$ cat src/hdl/sss_pkg.sv
`default_nettype none
package sss_pkg;

  typedef enum logic [2:0] {
    FUNC_POWER_ON   = 3'd0,
    FUNC_POWER_OFF  = 3'd1,
    FUNC_GRIP_OPEN  = 3'd2,
    FUNC_GRIP_CLOSE = 3'd3,
    FUNC_TRAY_OPEN  = 3'd4,
    FUNC_TRAY_CLOSE = 3'd5,
    FUNC_ARM_MOVE   = 3'd6,
    FUNC_MS_TICK    = 3'd7
  } func_t;

  typedef enum logic [2:0] {
    REG_SETTLE_MS      = 3'd0,
    REG_GRIP_OPEN_STEP = 3'd1,
    REG_GRIP_CLOSE_STEP = 3'd2,
    REG_TRAY_STEP      = 3'd3,
    REG_ARM_RAISE_STEP = 3'd4,
    REG_ARM_LOWER_STEP = 3'd5
  } reg_idx_t;

  localparam logic [7:0]  GRIP_OPEN_LIMIT  = 8'd14;
  localparam logic [7:0]  GRIP_CLOSE_LIMIT = 8'd36;
  localparam logic [7:0]  GRIP_SPAN        = 8'd22;
  localparam logic [7:0]  TRAY_CLOSE_LIMIT = 8'd9;
  localparam logic [7:0]  TRAY_OPEN_LIMIT  = 8'd24;
  localparam logic [7:0]  TRAY_SPAN        = 8'd15;
  localparam logic [7:0]  ARM_RIGHT_RESET  = 8'd39;
  localparam logic [7:0]  ARM_LEFT_RESET   = 8'd3;
  localparam logic [7:0]  ARM_PAIR_SUM     = 8'd42;
  localparam logic [6:0]  PCT_MAX          = 7'd100;
  localparam logic [15:0] ARM_SLOPE_H      = 16'd29;
  localparam logic [15:0] ARM_BASE_H       = 16'd1000;
  localparam logic [15:0] HUNDRED          = 16'd100;
  localparam logic [15:0] MS_MAX           = 16'hFFFF;

  localparam logic [15:0] SETTLE_RESET     = 16'd300;
  localparam logic [15:0] GRIP_OPEN_RESET  = 16'd15;
  localparam logic [15:0] GRIP_CLOSE_RESET = 16'd20;
  localparam logic [15:0] TRAY_STEP_RESET  = 16'd20;
  localparam logic [15:0] ARM_RAISE_RESET  = 16'd30;
  localparam logic [15:0] ARM_LOWER_RESET  = 16'd40;

  typedef struct packed {
    logic [15:0] settle_ms;
    logic [15:0] grip_open_step_ms;
    logic [15:0] grip_close_step_ms;
    logic [15:0] tray_step_ms;
    logic [15:0] arm_raise_step_ms;
    logic [15:0] arm_lower_step_ms;
  } cfg_t;

  typedef struct packed {
    logic       busy;
    logic [7:0] grip;
    logic [7:0] tray;
    logic [7:0] arm_right;
    logic [7:0] arm_left;
    logic       power;
  } result_t;

endpackage
`default_nettype wire

$ cat src/hdl/sss_core.sv
`default_nettype none
module sss_core (
  input  wire logic           clk,
  input  wire logic           rst,
  input  wire logic           step_en,
  input  wire sss_pkg::func_t func,
  input  wire logic [6:0]     pct_raw,
  input  wire sss_pkg::cfg_t  cfg,
  output sss_pkg::result_t    res
);

  logic        grip_closed_flag, tray_open_flag;
  logic [7:0]  grip_level, tray_level, arm_right_level, arm_left_level;
  logic        entry_phase, timer_armed, hold_power, power_out;
  logic [15:0] elapsed_ms;

  logic        grip_closed_flag_next, tray_open_flag_next;
  logic [7:0]  grip_level_next, tray_level_next, arm_right_level_next, arm_left_level_next;
  logic        entry_phase_next, timer_armed_next, hold_power_next, power_out_next;
  logic [15:0] elapsed_ms_next;
  logic        busy;

  logic [6:0]         pct;
  logic [15:0]        right_h;
  logic [15:0]        target_h;
  logic signed [16:0] diff_h;
  logic               arm_raise, arm_lower;

  // arm target in hundredths: 29*p + 1000
  always_comb begin
    pct      = (pct_raw > sss_pkg::PCT_MAX) ? sss_pkg::PCT_MAX : pct_raw;
    right_h  = 16'({8'd0, arm_right_level} * sss_pkg::HUNDRED);
    target_h = 16'({9'd0, pct} * sss_pkg::ARM_SLOPE_H) + sss_pkg::ARM_BASE_H;
    diff_h   = $signed({1'b0, right_h}) - $signed({1'b0, target_h});
    arm_raise = (diff_h <= -17'sd100);
    arm_lower = (diff_h >= 17'sd100);
  end

  always_comb begin
    logic settle_busy;
    logic motion;
    settle_busy           = 1'b0;
    motion                = 1'b0;
    grip_closed_flag_next = grip_closed_flag;
    tray_open_flag_next   = tray_open_flag;
    grip_level_next       = grip_level;
    tray_level_next       = tray_level;
    arm_right_level_next  = arm_right_level;
    arm_left_level_next   = arm_left_level;
    entry_phase_next      = entry_phase;
    timer_armed_next      = timer_armed;
    hold_power_next       = hold_power;
    power_out_next        = power_out;
    elapsed_ms_next       = elapsed_ms;
    busy                  = 1'b0;

    case (func)
      sss_pkg::FUNC_POWER_ON: begin
        hold_power_next = 1'b1;
        power_out_next  = 1'b1;
      end
      sss_pkg::FUNC_POWER_OFF: begin
        hold_power_next = 1'b0;
        power_out_next  = 1'b0;
      end
      sss_pkg::FUNC_MS_TICK: begin
        if (elapsed_ms != sss_pkg::MS_MAX) elapsed_ms_next = elapsed_ms + 16'd1;
      end
      default: motion = 1'b1;
    endcase

    // settle phase: load compare, wait, then enable power
    if (motion && entry_phase) begin
      if (timer_armed) begin
        if (func == sss_pkg::FUNC_GRIP_OPEN || func == sss_pkg::FUNC_GRIP_CLOSE)
          grip_level_next = grip_closed_flag ? (sss_pkg::GRIP_SPAN + sss_pkg::GRIP_OPEN_LIMIT)
                                             : sss_pkg::GRIP_OPEN_LIMIT;
        else if (func == sss_pkg::FUNC_TRAY_OPEN || func == sss_pkg::FUNC_TRAY_CLOSE)
          tray_level_next = tray_open_flag ? (sss_pkg::TRAY_SPAN + sss_pkg::TRAY_CLOSE_LIMIT)
                                           : sss_pkg::TRAY_CLOSE_LIMIT;
        elapsed_ms_next  = 16'd0;
        timer_armed_next = 1'b0;
      end
      if (elapsed_ms_next >= cfg.settle_ms) begin
        power_out_next   = 1'b1;
        entry_phase_next = 1'b0;
        timer_armed_next = 1'b1;
        elapsed_ms_next  = 16'd0;
      end else begin
        settle_busy = 1'b1;
      end
    end

    if (motion && settle_busy) begin
      busy = 1'b1;
    end else if (motion) begin
      case (func)
        sss_pkg::FUNC_GRIP_OPEN: begin
          if (grip_level_next > sss_pkg::GRIP_OPEN_LIMIT) begin
            busy = 1'b1;
            if (elapsed_ms_next >= cfg.grip_open_step_ms) begin
              elapsed_ms_next = 16'd0;
              grip_level_next = grip_level_next - 8'd1;
            end
          end else begin
            grip_closed_flag_next = 1'b0;
            entry_phase_next      = 1'b1;
            if (!hold_power) power_out_next = 1'b0;
          end
        end
        sss_pkg::FUNC_GRIP_CLOSE: begin
          if (grip_level_next < sss_pkg::GRIP_CLOSE_LIMIT) begin
            busy = 1'b1;
            if (elapsed_ms_next >= cfg.grip_close_step_ms) begin
              elapsed_ms_next = 16'd0;
              grip_level_next = grip_level_next + 8'd1;
            end
          end else begin
            grip_closed_flag_next = 1'b1;
            entry_phase_next      = 1'b1;
            if (!hold_power) power_out_next = 1'b0;
          end
        end
        sss_pkg::FUNC_TRAY_OPEN: begin
          if (tray_level_next < sss_pkg::TRAY_OPEN_LIMIT) begin
            busy = 1'b1;
            if (elapsed_ms_next >= cfg.tray_step_ms) begin
              elapsed_ms_next = 16'd0;
              tray_level_next = tray_level_next + 8'd1;
            end
          end else begin
            tray_open_flag_next = 1'b1;
            entry_phase_next    = 1'b1;
            if (!hold_power) power_out_next = 1'b0;
          end
        end
        sss_pkg::FUNC_TRAY_CLOSE: begin
          if (tray_level_next > sss_pkg::TRAY_CLOSE_LIMIT) begin
            busy = 1'b1;
            if (elapsed_ms_next >= cfg.tray_step_ms) begin
              elapsed_ms_next = 16'd0;
              tray_level_next = tray_level_next - 8'd1;
            end
          end else begin
            tray_open_flag_next = 1'b0;
            entry_phase_next    = 1'b1;
            if (!hold_power) power_out_next = 1'b0;
          end
        end
        default: begin
          // arm move; the left servo mirrors the right one
          if (arm_raise) begin
            busy = 1'b1;
            if (elapsed_ms_next >= cfg.arm_raise_step_ms) begin
              elapsed_ms_next      = 16'd0;
              arm_right_level_next = arm_right_level + 8'd1;
              arm_left_level_next  = arm_left_level - 8'd1;
            end
          end else if (arm_lower) begin
            busy = 1'b1;
            if (elapsed_ms_next >= cfg.arm_lower_step_ms) begin
              elapsed_ms_next      = 16'd0;
              arm_right_level_next = arm_right_level - 8'd1;
              arm_left_level_next  = arm_left_level + 8'd1;
            end
          end else begin
            entry_phase_next = 1'b1;
            if (!hold_power) power_out_next = 1'b0;
          end
        end
      endcase
    end
  end

  always_ff @(posedge clk) begin
    if (rst) begin
      grip_closed_flag <= 1'b0;
      tray_open_flag   <= 1'b0;
      grip_level       <= sss_pkg::GRIP_OPEN_LIMIT;
      tray_level       <= sss_pkg::TRAY_CLOSE_LIMIT;
      arm_right_level  <= sss_pkg::ARM_RIGHT_RESET;
      arm_left_level   <= sss_pkg::ARM_LEFT_RESET;
      entry_phase      <= 1'b1;
      timer_armed      <= 1'b1;
      hold_power       <= 1'b0;
      power_out        <= 1'b0;
      elapsed_ms       <= 16'd0;
    end else if (step_en) begin
      grip_closed_flag <= grip_closed_flag_next;
      tray_open_flag   <= tray_open_flag_next;
      grip_level       <= grip_level_next;
      tray_level       <= tray_level_next;
      arm_right_level  <= arm_right_level_next;
      arm_left_level   <= arm_left_level_next;
      entry_phase      <= entry_phase_next;
      timer_armed      <= timer_armed_next;
      hold_power       <= hold_power_next;
      power_out        <= power_out_next;
      elapsed_ms       <= elapsed_ms_next;
    end
  end

  always_comb begin
    res.busy      = busy;
    res.grip      = grip_level_next;
    res.tray      = tray_level_next;
    res.arm_right = arm_right_level_next;
    res.arm_left  = arm_left_level_next;
    res.power     = power_out_next;
  end

endmodule
`default_nettype wire

$ cat src/hdl/servo_slew_sequencer_top.sv
// Channel   | Handshake             | Payload
// ----------+-----------------------+-------------------------------------------
// request   | req_valid, req_stall  | func, arm_target_percent
// result    | rsp_valid, rsp_stall  | busy_res, grip_compare, tray_compare,
//           |                       | arm_right_compare, arm_left_compare, servo_power
// config    | cfg_valid, cfg_ready  | cfg_index, cfg_data
//
// One request per cycle while the result is not stalled. Each request passes from the
// request register through one pass of step logic into the result register; state
// updates as the request moves into the result register.
// rst is synchronous, active high; it restores the register defaults and servo state.
// A full request register with a stalled result raises req_stall; otherwise requests
// keep flowing while a result waits. Config writes are always ready.
`default_nettype none
module servo_slew_sequencer_top (
  input  wire logic       clk,
  input  wire logic       rst,
  input  wire logic       req_valid,
  output logic            req_stall,
  input  wire logic [2:0] func,
  input  wire logic [6:0] arm_target_percent,
  output logic            rsp_valid,
  input  wire logic       rsp_stall,
  output logic            busy_res,
  output logic [7:0]      grip_compare,
  output logic [7:0]      tray_compare,
  output logic [7:0]      arm_right_compare,
  output logic [7:0]      arm_left_compare,
  output logic            servo_power,
  input  wire logic       cfg_valid,
  output logic            cfg_ready,
  input  wire logic [2:0] cfg_index,
  input  wire logic [15:0] cfg_data
);

  // request register
  logic            s1_valid;
  sss_pkg::func_t  s1_func;
  logic [6:0]      s1_pct;

  sss_pkg::cfg_t    cfg;
  sss_pkg::result_t res;

  logic req_take;
  logic advance;

  // advance the request register into the result register when it is free
  assign advance   = s1_valid && (!rsp_valid || !rsp_stall);
  assign req_stall = s1_valid && rsp_valid && rsp_stall;
  assign req_take  = req_valid && !req_stall;
  assign cfg_ready = 1'b1;

  always_ff @(posedge clk) begin
    if (rst) begin
      s1_valid <= 1'b0;
    end else if (req_take) begin
      s1_valid <= 1'b1;
    end else if (advance) begin
      s1_valid <= 1'b0;
    end
  end

  // hold the payload unless a new request lands
  always_ff @(posedge clk) begin
    if (req_take) begin
      s1_func <= sss_pkg::func_t'(func);
      s1_pct  <= arm_target_percent;
    end
  end

  // configuration registers; writes beyond the list are dropped
  always_ff @(posedge clk) begin
    if (rst) begin
      cfg.settle_ms          <= sss_pkg::SETTLE_RESET;
      cfg.grip_open_step_ms  <= sss_pkg::GRIP_OPEN_RESET;
      cfg.grip_close_step_ms <= sss_pkg::GRIP_CLOSE_RESET;
      cfg.tray_step_ms       <= sss_pkg::TRAY_STEP_RESET;
      cfg.arm_raise_step_ms  <= sss_pkg::ARM_RAISE_RESET;
      cfg.arm_lower_step_ms  <= sss_pkg::ARM_LOWER_RESET;
    end else if (cfg_valid && cfg_ready) begin
      case (sss_pkg::reg_idx_t'(cfg_index))
        sss_pkg::REG_SETTLE_MS:       cfg.settle_ms          <= cfg_data;
        sss_pkg::REG_GRIP_OPEN_STEP:  cfg.grip_open_step_ms  <= cfg_data;
        sss_pkg::REG_GRIP_CLOSE_STEP: cfg.grip_close_step_ms <= cfg_data;
        sss_pkg::REG_TRAY_STEP:       cfg.tray_step_ms       <= cfg_data;
        sss_pkg::REG_ARM_RAISE_STEP:  cfg.arm_raise_step_ms  <= cfg_data;
        sss_pkg::REG_ARM_LOWER_STEP:  cfg.arm_lower_step_ms  <= cfg_data;
        default: ;
      endcase
    end
  end

  // step logic and servo state; state commits as the request advances
  sss_core u_core (
    .clk     (clk),
    .rst     (rst),
    .step_en (advance),
    .func    (s1_func),
    .pct_raw (s1_pct),
    .cfg     (cfg),
    .res     (res)
  );

  // result register
  always_ff @(posedge clk) begin
    if (rst) begin
      rsp_valid <= 1'b0;
    end else if (advance) begin
      rsp_valid <= 1'b1;
    end else if (!rsp_stall) begin
      rsp_valid <= 1'b0;
    end
  end

  always_ff @(posedge clk) begin
    if (advance) begin
      busy_res          <= res.busy;
      grip_compare      <= res.grip;
      tray_compare      <= res.tray;
      arm_right_compare <= res.arm_right;
      arm_left_compare  <= res.arm_left;
      servo_power       <= res.power;
    end
  end

  // a stall towards the requester only ever comes from a full pipe
  a_stall_full: assert property (@(posedge clk) disable iff (rst)
    req_stall |-> (s1_valid && rsp_valid))
    else $error("request stalled with a free slot");

  a_grip_range: assert property (@(posedge clk) disable iff (rst)
    rsp_valid |-> (grip_compare >= sss_pkg::GRIP_OPEN_LIMIT &&
                   grip_compare <= sss_pkg::GRIP_CLOSE_LIMIT))
    else $error("gripper compare out of range");

  a_tray_range: assert property (@(posedge clk) disable iff (rst)
    rsp_valid |-> (tray_compare >= sss_pkg::TRAY_CLOSE_LIMIT &&
                   tray_compare <= sss_pkg::TRAY_OPEN_LIMIT))
    else $error("tray compare out of range");

  a_arm_mirror: assert property (@(posedge clk) disable iff (rst)
    rsp_valid |-> (8'(arm_right_compare + arm_left_compare) == sss_pkg::ARM_PAIR_SUM))
    else $error("arm pair no longer mirrored");

endmodule
`default_nettype wire

$ cat config.mk
export PLATFORM = sky130hd
export DESIGN_NAME = servo_slew_sequencer_top
export DESIGN_NICKNAME = d
export VERILOG_FILES = /design/src/hdl/sss_pkg.sv /design/src/hdl/sss_core.sv /design/src/hdl/servo_slew_sequencer_top.sv
export SDC_FILE = /design/constraint.sdc
export NUM_CORES = 1
export LEC_CHECK = 0
export ABC_AREA = 1
export CAP_MARGIN = 40
export CORE_ASPECT_RATIO = 0.8
export CORE_MARGIN = 8
export CORE_UTILIZATION = 40
export DETAILED_ROUTE_END_ITERATION = 10
export DONT_BUFFER_PORTS = 1
export GPL_TIMING_DRIVEN = 0
export SLEW_MARGIN = 20
export SYNTH_ARGS = -nofsm -noshare
export SYNTH_HDL_FRONTEND = slang
export SYNTH_SLANG_ARGS = --single-unit
export TNS_END_PERCENT = 10
$ cat constraint.sdc
create_clock -name clk -period 7.11 [get_ports clk]
set_input_delay 0 -clock clk [delete_from_list [all_inputs] [get_ports clk]]
set_output_delay 0 -clock clk [all_outputs]
set_load 0.01 [all_outputs]
==> results.md, run 1 <==
- The H-tree generated during clock tree synthesis spans 4 levels.
- The library cell with the largest summed area after synthesis is sky130_fd_sc_hd__dfxtp_1.
- Final hold analysis gives a worst-case slack of 0.0439 ns.
- The setup path with the least slack is of type flop to flop.
- The placer congestion estimate is 0.910.
- In this run the count of I/O pins placed on the die edge is 71.
- The area share of the largest cell type after synthesis is 21.5%.
- The via density per instance is 5.18.
- The fraction of the yosys area taken by sequential cells is 30.8%.
- The mean post-synth cell area is 7.33 µm².
- The class of the most critical hold timing path is input port to flop.
- Data arrives at the worst endpoint at 6.70 ns.
- The startpoint of the tightest hold check path is cfg_valid.
- The starting density of the core is 40.7%.
- The final-layout fill cell count is 3523.
- The flow ran to the end, and the final reports show no timing, DRC or antenna violations.
- The DRC violation count after routing is 0.
- The depth of the worst register-to-register path is 34.
- The highest net fanout along the worst path is 10.
- The DRC violation total after the first TritonRoute iteration is 1137.
- Ranked by total cell area, the synthesized netlist is headed by sky130_fd_sc_hd__dfxtp_1 (21%), sky130_fd_sc_hd__ha_1 (16%), sky130_fd_sc_hd__edfxtp_1 (9.3%).
- The HPWL after detailed placement is 31500 µm.
- Once routing completed, OpenROAD measured the worst setup slack at 0.585 ns.
- The analysis attributes to cell leakage a power of 7.28 nW.
- The port buffer count is 0.
- The element type at the critical path start is a flop.
- The total area of multi-input combinational cells is 8500 µm².
- The die width is 226 µm.
- The layout overhead on the synthesized area is 12.3%.
- The sink of the worst hold path is cfg[67].
- The synthesis-stage register bit count is 196.
- The setup-violating endpoint count in the final report is 0.
- Yosys mapped a number of flops with a built-in enable equal to 44.
- In this run the vertical extent of the chip is 184 µm.
- The number of synthesis warnings is 0.
- In this run the core area contains 61 standard-cell rows.
- Cells with a size suffix above 1 make up 7.60% of the layout.
- The post-placement setup slack is 0.163 ns.
- The sort of element at the end of the critical path is a flop.
- The cell with the most instances after synthesis is sky130_fd_sc_hd__nand2_1.
- The count of final hold-check violations was 0.
- In this run the post-CTS setup repair buffer count came out at 0.
- The TritonCTS clock tree is done.
- Entering global routing, the biggest net connects 31 pins.
- Data on the critical path is required at its endpoint by 7.29 ns.
- The clock skew is 0.0172 ns.
- The total number of vias is 12871.
- The largest buffer count on any clock path is 2.
- The worst-case headroom to the max-slew limit is 40.8%.
- Wires add up to 40500 µm.
- The first-pass GRT wire length is 65400 µm.
- Summing internal, switching and leakage power gives 4.21 mW.
- The primary flip-flop cell chosen by synthesis mapping is sky130_fd_sc_hd__dfxtp_1.
- The maximum VDD drop is 0.156 mV.
- The delay contributed by the slowest stage of the critical path is 0.64 ns.
- The tool flagged a number of max-cap violations equal to 0.
- Setup repair after global routing could not meet its margin everywhere.
- The storage element area is 4360 µm².
- The total clock buffers created by CTS is 17.
- The fraction of registers with async set or reset after synthesis is 0%.
- The total global routing overflow is 0.
- At the end of the flow, the number of nets in the layout was 2227.
- The detailed-router iteration count before antenna repair is 6.
- The die footprint is 41700 µm².
- Clock tree synthesis found a total of 196 sinks.
- After clock tree synthesis, the clock-pin slew on the worst setup and hold paths is 0.08 ns.
- The synthesized instance count is 1933.
- For this run, the total global-route usage over all layers was measured as 19.6%.
- The initial antenna violation count is 6.
- The transition time of the tightest slew-check pin is 0.885 ns.
- The reg2reg setup slack is 0.59 ns.
- The final critical path takes up 91.8% of the cycle.
- Dividing the detail-routed wire length by the instance count gives 16.3 µm.
- The clock reaches the later pin of the worst-skew pair after 0.46 ns.
- The netlist uses 61 different library cells.
- In this run the power density over the cells is 265 nW/µm².
- The count of antenna-violating nets left after detailed routing is 0.
- Timing would allow up to 0.153 GHz.
- The worst register-to-register path begins at u_core.elapsed_ms[0].
- Counting instances in the post-synthesis netlist gives the leading cell types as sky130_fd_sc_hd__nand2_1 (345), sky130_fd_sc_hd__inv_1 (301), sky130_fd_sc_hd__a21oi_1 (196), sky130_fd_sc_hd__ha_1 (182), sky130_fd_sc_hd__dfxtp_1 (152).
- In this run the cell area of the synthesized design comes to 14200 µm².
- CTS placed an instance of sky130_fd_sc_hd__clkbuf_16 at the clock tree root.
- Synthesis produced a netlist with a net count of 2161.
- The cell count of the worst hold path is 5.
- The core region is 34800 µm².
- For the finished layout, the period the worst path requires is 6.52 ns.
- The number of global-route vias before repair is 12258.
- The slowest stage cell on the critical path is sky130_fd_sc_hd__o41ai_1.
- The number of max-slew violations in the final report is 0.
- The end of the worst register-to-register path is tray_compare[7].
-- metrics by stage --
step / instance area (µm²) / setup TNS [ns] / cells / util (%)
after floorplan: 14200 / 0 / 1933 / -
after global placement: 14800 / -7.92 / 2405 / 42.4
after detailed placement: 14800 / 0 / 2409 / 42.5
after CTS: 15800 / 0 / 2482 / 45.3
after global routing: 15900 / -0.0133 / 2485 / 45.7
final: 15900 / 0 / 2485 / 45.7
-- how the worst max path moves through the flow --
stage,to,start,slack (ns)
2_1_floorplan,arm_left_compare[5],s1_pct[0],1.54
3_3_place_gp,arm_right_compare[5],s1_func[2],-0.36
3_5_place_dp,tray_compare[6],s1_func[2],0.16
4_1_cts,tray_compare[6],s1_func[2],0.12
5_1_grt,arm_left_compare[3],s1_pct[1],-0.007
6_report,tray_compare[7],u_core.elapsed_ms[0],0.59
-- flip-flops by register name (all words and copies together), names as in the netlist, 3 cells and up --
| name | cells |
|---|---|
| arm_left_compare | 8 |
| u_core.tray_level | 8 |
| grip_compare | 8 |
| u_core.grip_level | 8 |
| cfg | 96 |
| u_core.arm_right_level | 8 |
| u_core.arm_left_level | 8 |
| s1_func | 3 |
| arm_right_compare | 8 |
| u_core.elapsed_ms | 16 |
| tray_compare | 8 |
| s1_pct | 7 |
-- layout by cell type, fill, tap and decap left out, types with 5 or more instances in the layout --
cell,count
sky130_fd_sc_hd__a21oi_1,196
sky130_fd_sc_hd__a21oi_2,12
sky130_fd_sc_hd__buf_2,6
sky130_fd_sc_hd__clkbuf_1,41
sky130_fd_sc_hd__clkbuf_16,18
sky130_fd_sc_hd__dfxtp_1,152
sky130_fd_sc_hd__dlygate4sd3_1,41
sky130_fd_sc_hd__edfxtp_1,44
sky130_fd_sc_hd__fa_1,12
sky130_fd_sc_hd__ha_1,182
sky130_fd_sc_hd__inv_1,301
sky130_fd_sc_hd__inv_2,14
sky130_fd_sc_hd__nand2_1,345
sky130_fd_sc_hd__nand2_2,16
sky130_fd_sc_hd__nand2_4,7
sky130_fd_sc_hd__nand3_1,115
sky130_fd_sc_hd__nand3_2,15
sky130_fd_sc_hd__nand4_1,17
sky130_fd_sc_hd__nor2_1,136
sky130_fd_sc_hd__nor2_2,10
sky130_fd_sc_hd__nor2_4,13
sky130_fd_sc_hd__nor3_1,18
sky130_fd_sc_hd__o211ai_1,26
sky130_fd_sc_hd__o21ai_0,149
sky130_fd_sc_hd__o21ai_1,10
sky130_fd_sc_hd__o21ai_2,5
sky130_fd_sc_hd__xnor2_1,11
sky130_fd_sc_hd__xor2_1,22
-- cell families after synthesis --
kind of cell	Yosys count	share of synthesized area, %
compound gates	433	17.0
xor+xnor	34	2.10
fa+ha+maj	194	17.8
buf+inv	368	9.98
flops	196	30.8
mux	1	0.0707
other cells	1	0.0265
simple gates	706	22.2
-- routing by layer --
layer / track usage (%) / up-vias / wire length (µm)
li1: - / 6523 / -
met1: 27.8 / 5984 / 20200
met2: 30.4 / 308 / 17400
met3: 3.73 / 46 / 2320
met4: 4.77 / 10 / 596
met5: 0 / - / 62
-- repair_timing --
item,in CTS,in global routing
gates resized for setup,0,36
endpoints found under the hold margin,108,0
setup endpoints to repair,0,83
hold buffers,41,0
-- power by group --
group / switching, mW / internal [mW] / total (mW)
sequential: 0.0392 / 1.20 / 1.24
combinational: 1.32 / 0.697 / 2.01
clock: 0.468 / 0.489 / 0.957
total: 1.82 / 2.38 / 4.21
-- final cells by class --
type,count,share of cell area (%)
Multi-Input combinational cell,1369,53.5
Sequential cell,196,27.4
Inverter,319,7.56
Tap cell,472,3.71
Clock buffer,22,3.00
Timing Repair Buffer,47,2.90
Buffer,49,1.37
Clock inverter,10,0.543
Antenna cell,1,0.0157
-- worst max-delay path: cells and delay by family (launching register included) --
kind	cells	cell delay, ns
xor+xnor	1	0.32
compound gates	3	0.83
simple gates	21	2.81
flops	1	0.40
buf+inv	6	1.06
fa+ha+maj	3	0.82
No activity file was read; power rests on OpenSTA's default activity.
==> run 2, diff against run 1 <==
Settings changed: SYNTH_HIERARCHICAL set to 1.
==> run 2 against run 1 <==
Register-to-register slack got worse by 0.05 ns. Flip-flop and latch count unchanged. Synthesized cell count increased by 11%. First-iteration DRC count decreased by 17%. Clock power increased by 3.1%. Core utilization decreased by 0.48 points. Combinational power increased by 45%. Die area increased by 5.2%. Setup slack got worse by 0.051 ns.
==> results.md, run 2 <==
- The flow ran to the end, and the final reports show no timing, DRC or antenna violations.
- The cell type with the highest occurrence count on the critical path is sky130_fd_sc_hd__nand2_1.
- The total clock buffers created by CTS is 17 (unchanged).
- The die footprint was 43900 µm² (+5.2%).
- The number of sinks driven by the clock tree was 196 (unchanged).
- The synthesized cell area is 15000 µm² (+5.7%).
- The detailed-router iteration count before antenna repair came to 5 (-1).
- The core region area is 37000 µm² (+6.2%).
- The placement-stage cell area came to 15600 µm² (+5.6%).
- The buffer and inverter count on the worst path is 7 (+1).
- The via density per instance is 5.06 (-2.3%).
- The count of antenna-violating nets left after detailed routing is 0 (unchanged).
- Yosys instantiated no cell more often than sky130_fd_sc_hd__nand2_1.
- The count of boundary I/O pins is 71 (unchanged).
- In the final layout, the registers with the most flip-flops are cfg (96), u_core/elapsed_ms (16).
- The fraction of registers with async set or reset after synthesis is 0% (unchanged).
- The share of cells above drive strength 1 came to 8.87% (+1.3 points).
- The routed length per instance was 15.6 µm (-4.5%).
- The number of H-tree levels is 4 (unchanged).
- The critical path is of the flop to flop type.
- The minimum clock period after layout is 6.58 ns (+0.0508 ns).
- The net count reported at finish is 2439 (+9.5%).
- The arrival time at the worst endpoint was 6.81 ns (+0.11 ns).
- The element type at the critical path start is a flop.
- The largest buffer count on any clock path is 2 (unchanged).
- The HPWL after detailed placement is 32900 µm (+4.5%).
- The worst-case headroom to the max-slew limit is 47.5% (+6.8 points).
- The highest net fanout along the worst path is 10 (unchanged).
- The TritonCTS clock tree is done.
- The synthesized instance count is 2143 (+11%).
- The library cell used most frequently in the layout, excluding fill and tap cells, is sky130_fd_sc_hd__nand2_1.
- The cell area after layout is 16700 µm² (+5.1%).
- The sort of element at the end of the critical path is a flop.
- The transition time of the tightest slew-check pin is 0.787 ns (-0.0985 ns).
- The delay contributed by the slowest stage of the critical path came to 0.47 ns (-0.17 ns).
- The DRC violation count after routing is 0 (unchanged).
- The first-pass GRT wire length is 68200 µm (+4.3%).
- The height of the die is 189 µm (+2.6%).
- The final cycle utilization of the critical path came to 92.5% (+0.71 points).
- The primary flip-flop cell chosen by synthesis mapping is sky130_fd_sc_hd__dfxtp_1.
- The total number of vias came to 13711 (+6.5%).
- The setup-violating endpoint count in the final report is 0 (unchanged).
- The overall global routing resource usage is 19.3% (-0.34 points).
- The initial antenna violation count was 0 (-6).
- By area the synthesized netlist is led by sky130_fd_sc_hd__dfxtp_1 (20%), sky130_fd_sc_hd__ha_1 (15%), sky130_fd_sc_hd__nand2_1 (12%).
- The net count of the mapped netlist is 2373 (+9.8%).
- The required time of the worst setup path is 7.34 ns (+0.05 ns).
- The maximum achievable frequency was 0.152 GHz (-0.77%).
- The cell class contributing the biggest share of worst-path delay is adder cells.
- The DRC violation total after the first TritonRoute iteration was 943 (-17%).
- The post-detailed-routing wire length is 42200 µm (+4.1%).
- The power density over the cells was 309 nW/µm² (+17%).
- The number of synthesis warnings was 6 (+6).
- The port buffer count was 0 (unchanged).
- The net switching fraction of the power is 48.3% (+4.9 points).
- The number of global-route vias before repair is 12959 (+5.7%).
- The standby leakage power came to 7.98 nW (+9.6%).
- Ranked by instance count, the synthesized netlist is headed by sky130_fd_sc_hd__nand2_1 (476), sky130_fd_sc_hd__inv_1 (336), sky130_fd_sc_hd__nor2_1 (261), sky130_fd_sc_hd__nand3_1 (199), sky130_fd_sc_hd__ha_1 (174).
- The clock edge transition at the registers on the reported setup and hold paths is 0.08 ns (about the same).
- The synthesis-stage register bit count is 196 (unchanged).
- The total global routing overflow is 0 (unchanged).
- The clock power share is 19.1% (-3.6 points).
- The distinct cell type count of the synthesized netlist was 57 (-6.6%).
- The register with the most flip-flops is cfg.
- The number of antenna diodes is 0 (-1).
- The number of cell rows is 63 (+3.3%).
- The slowest stage cell on the critical path is sky130_fd_sc_hd__fa_1.
- The max capacitance violation total came to 0 (unchanged).
- The proportion of power drawn by flip-flops and latches was 24.3% (-5.1 points).
- The layout overhead on the synthesized area is 11.7%.
- Of all cell types, the one taking the most synthesized area is sky130_fd_sc_hd__dfxtp_1.
- The starting density of the core is 40.5% (-0.20 points).
- The placer congestion estimate was 0.948 (+4.2%).
- The number of flip-flops under the largest register name came to 96 (unchanged).
- The clock insertion delay at the later pin of the skew report came to 0.47 ns (about the same).
- The cell sitting at the root of the clock tree is a sky130_fd_sc_hd__clkbuf_16.
- The number of max-slew violations in the final report is 0 (unchanged).
- The power share of the combinational group was 56.6% (+8.7 points).
- The fraction of the yosys area taken by sequential cells was 29.2% (-1.7 points).
- The die width was 232 µm (+2.6%).
- The number of synthesized flops with an enable pin was 44 (unchanged).
- The maximum number of pins on one net before global-route repair is 21 (-32%).
- Setup repair after global routing left no endpoint under its margin.
- The mean post-synth cell area is 6.98 µm² (-4.7%).
- The top cell types in the final layout, fill and taps aside, are sky130_fd_sc_hd__nand2_1 (476), sky130_fd_sc_hd__inv_1 (336), sky130_fd_sc_hd__nor2_1 (252).
- The internal power was 2.67 mW (+12%).
- The min-delay analysis places its worst path in the category input port to flop.
- The area share of the largest cell type after synthesis is 20.3% (-1.2 points).
- The count of final hold-check violations is 0 (unchanged).
- The maximum VDD drop is 0.335 mV (+120%).
- The switching power is 2.49 mW (+37%).
- The total negative slack for setup checks is 0 ns (unchanged).
- The clock skew is 0.0171 ns (-0.0000974 ns).
-- run 2: stage by stage --
stage          utilization [%]  std cells  hold slack (ns)  total power, mW  worst slack (ns)
2_1_floorplan                -       2143           0.0691             3.52              1.44
3_3_place_gp              42.1       2630           0.0715             4.06             0.349
3_5_place_dp              42.2       2632           0.0757             4.14             0.126
4_1_cts                   45.0       2707           0.0273             5.18             0.105
5_1_grt                   45.2       2709           0.0992             5.68           0.00564
6_report                  45.2       2709           0.0727             5.16             0.534
-- run 2: cells by family after synthesis --
| kind of cell | share of synthesized area [%] |
|---|---|
| and+or+nand+nor | 31.7 |
| buffers and inverters | 11.5 |
| AOI/OAI and AO/OA | 8.89 |
| adders and majority gates | 17.5 |
| DFF | 29.2 |
| xor gates and xnor gates | 1.28 |
| other | 0.0251 |
-- run 2: power by group through the flow --
stage | Combinational (mW) | Clock [mW] | Sequential (mW)
6_report | 2.92 | 0.987 | 1.25
5_1_grt | 3.36 | 1.05 | 1.26
4_1_cts | 2.90 | 1.02 | 1.26
3_5_place_dp | 2.86 | 0 | 1.28
3_3_place_gp | 2.78 | 0 | 1.28
2_1_floorplan | 2.25 | 0 | 1.27
-- run 2: repair_timing --
item                                    in CTS  in global routing
resized for setup                            0                 21
setup buffers                                0                  2
endpoints found under the setup margin       0                 79
endpoints found under the hold margin      124                  0
hold buffers                                43                  0
-- run 2: per-layer routing --
layer	vias to the layer above	GRT usage, %	part of all wire [%]
li1	6987	-	-
met1	6367	27.3	49
met2	315	29.5	43
met3	42	3.32	5.5
met4	0	5.97	2.1
met5	-	0	0
-- run 2: worst register-to-register path: cells and delay by family, from the launching register on --
family                     cells  cell delay (ns)
DFF                            1             0.41
AOI/OAI and AO/OA              3             0.57
adders and majority gates      8             3.06
buffers and inverters          7             0.75
xor gates and xnor gates       1             0.17
and+or+nand+nor               12             1.41
-- run 2: worst paths after layout --
path	from	to	slack (ns)	cells after the start
min reg2reg	cfg[5]	cfg[5]	0.46	2
max	u_core/arm_right_level[2]	servo_power	0.53	31
max reg2reg	u_core/arm_right_level[2]	servo_power	0.53	31
min	rst	cfg[87]	0.07	4
-- run 2: final cells by class --
class	instances	area, µm²
plain buffers	62	354
clock buffers	18	439
clock inverters	14	141
fillers	3827	20300
inverters	364	1370
multi-input cells	1521	8950
flip-flops and latches	196	4360
well taps	487	609
repair buffers	47	478
==> run 3, diff against run 2 <==
Settings changed: CTS_BUF_LIST set to sky130_fd_sc_hd__clkbuf_4 sky130_fd_sc_hd__clkbuf_8.
==> run 3 against run 2 <==
Non-clock buffer count increased by 4. Clock-buffer cell count did not move. Via count barely moved. Sequential power hardly changed. First-iteration DRC count down 3.6%. Die area unchanged.
==> results.md, run 3 (same netlist as run 2, synthesis figures left out) <==
- The run finished with clean final reports.
- The origin of the worst setup path is u_core/arm_right_level[2].
- The DRC violation total after the first TritonRoute iteration is 909 (-3.6%).
- The maximum VDD drop is 0.295 mV (-12%).
- The largest buffer count on any clock path was 2 (unchanged).
- Leaving out fill and tap cells, the most frequent cell in the layout is sky130_fd_sc_hd__nand2_1.
- The overall global routing resource usage was 19.3% (-0.033 points).
- The cell type with the highest occurrence count on the critical path is sky130_fd_sc_hd__nand2_1.
- The critical path is of the flop to flop type.
- The cell count of the worst hold path is 2 (-2).
- The count of boundary I/O pins came to 71 (unchanged).
- The port buffer count came to 0 (unchanged).
- The total area of multi-input combinational cells is 8950 µm² (unchanged).
- The first-pass GRT wire length is 68100 µm (-0.11%).
- The post-detailed-routing wire length is 42100 µm (-0.18%).
- The initial antenna violation count is 0 (unchanged).
- The largest registers in the layout are cfg (96), u_core/elapsed_ms (16).
- The clock edge transition at the registers on the reported setup and hold paths is 0.11 ns (+0.03 ns).
- The min-delay analysis places its worst path in the category input port to flop.
- The startpoint of the tightest hold check path is req_valid.
- The total negative slack for setup checks came to 0 ns (unchanged).
- The arrival time at the worst endpoint is 6.86 ns (+0.05 ns).
- In the layout the commonest cells are sky130_fd_sc_hd__nand2_1 (476), sky130_fd_sc_hd__inv_1 (336), sky130_fd_sc_hd__nor2_1 (252).
- The total number of vias is 13707 (-0.029%).
- The element type at the critical path start is a flop.
- The detailed-router iteration count before antenna repair is 5 (unchanged).
- The clock skew was 0.0292 ns (+0.0121 ns).
- The clock insertion delay at the later pin of the skew report is 0.54 ns (+0.07 ns).
- The height of the die is 189 µm (unchanged).
- The setup-violating endpoint count in the final report came to 0 (unchanged).
- The worst-case headroom to the max-slew limit is 45.9% (-1.7 points).
- TritonCTS built the clock tree.
- The share of cells above drive strength 1 came to 8.85% (-0.016 points).
- The number of cell rows is 63 (unchanged).
- The number of global-route vias before repair is 12970 (+0.085%).
- The power density over the cells is 297 nW/µm² (-3.9%).
- The number of max-slew violations in the final report is 0 (unchanged).
- The storage element area is 4360 µm² (unchanged).
- Counting flops per register, the top entry is cfg.
- The net count reported at finish is 2443 (+0.16%).
- On the critical path, the stage with the largest delay is an instance of sky130_fd_sc_hd__fa_1.
- The HPWL after detailed placement is 32900 µm (unchanged).
- The count of antenna-violating nets left after detailed routing came to 0 (unchanged).
- The final-layout fill cell count came to 3841 (+0.37%).
- The minimum clock period after layout is 6.55 ns (-0.0208 ns).
- The transition time of the tightest slew-check pin is 0.812 ns (+0.0250 ns).
- The placer congestion estimate was 0.948 (unchanged).
- The number of flip-flops under the largest register name came to 96 (unchanged).
- The maximum number of pins on one net before global-route repair is 21 (unchanged).
- The starting density of the core is 40.5% (unchanged).
- The core region area is 37000 µm² (unchanged).
- The worst register-to-register path begins at u_core/arm_right_level[2].
- Setup repair after global routing left no endpoint under its margin.
- The tightest hold margin is 0.0411 ns (-0.0316 ns).
- The maximum achievable frequency came to 0.153 GHz (+0.32%).
- The sort of element at the end of the critical path is a flop.
- The via density per instance was 5.05 (-0.21%).
- The count of final hold-check violations was 0 (unchanged).
- The number of sinks driven by the clock tree is 196 (unchanged).
- The total clock buffers created by CTS is 17 (unchanged).
- The required time of the worst setup path is 7.41 ns (+0.07 ns).
- The depth of the worst register-to-register path is 31 (unchanged).
- The highest net fanout along the worst path was 10 (unchanged).
- The die width is 232 µm (unchanged).
- The final cycle utilization of the critical path is 92.2% (-0.29 points).
- The number of H-tree levels is 4 (unchanged).
- The delay contributed by the slowest stage of the critical path came to 0.47 ns (about the same).
- The total global routing overflow is 0 (unchanged).
- The area growth from synthesis to layout is 10.7%.
- The clock root buffer master is sky130_fd_sc_hd__clkbuf_8.
- The routed length per instance is 15.5 µm (-0.37%).
- The die footprint was 43900 µm² (unchanged).
- The standby leakage power is 7.90 nW (-1.0%).
- The DRC violation count after routing is 0 (unchanged).
- The max capacitance violation total was 0 (unchanged).
[run 3: critical path: cells and delay by family, from the launching register on]
kind	cells	cell delay (ns)
compound gates	3	0.56
fa+ha+maj	8	3.06
xor+xnor	1	0.17
buf+inv	7	0.74
simple gates	12	1.37
flops	1	0.42
[run 3: area by class of cell]
cell class	count	share of cell area, %
diodes	1	0.0151
plain buffers	62	2.14
clock buffers	18	1.50
clock inverters	14	0.854
inverters	364	8.29
multi-input cells	1521	54.1
flip-flops and latches	196	26.3
well taps	487	3.68
repair buffers	51	3.13
[run 3: worst paths after layout]
check | end | slack (ns)
min | s1_func[1] | 0.04
max | servo_power | 0.56
min reg2reg | cfg[5] | 0.47
max reg2reg | servo_power | 0.56
[run 3: per-stage QoR]
stage               worst slack, ns  cells  area, µm²  utilization [%]  total power, mW
CTS                          0.0956   2711      16500             44.6             4.93
floorplan                      1.44   2143      15000                -             3.52
detailed placement            0.126   2632      15600             42.2             4.14
global placement              0.349   2630      15600             42.1             4.06
global route               0.000867   2713      16600             44.8             5.44
finish                        0.555   2714      16600             44.8             4.92
[run 3: where the power goes]
| part | total [mW] | switching [mW] | leakage (nW) | internal [mW] |
|---|---|---|---|---|
| combinational | 2.91 | 1.92 | 6.05 | 0.985 |
| clock | 0.754 | 0.486 | 0.191 | 0.268 |
| sequential | 1.26 | 0.0479 | 1.65 | 1.21 |
[run 3: routing by layer]
metal	up-vias	wire (µm)	GRT usage, %
met5	-	0	0
met3	46	2260	3.43
met1	6346	20800	27.4
met2	314	18200	29.4
li1	7001	-	-
met4	0	838	5.61
[run 3: timing repair]
action                                 CTS  global route
setup buffers                            0             2
setup endpoints to repair                0            79
endpoints found under the hold margin  126             0
hold buffers                            47             0
resized for setup                        0            21
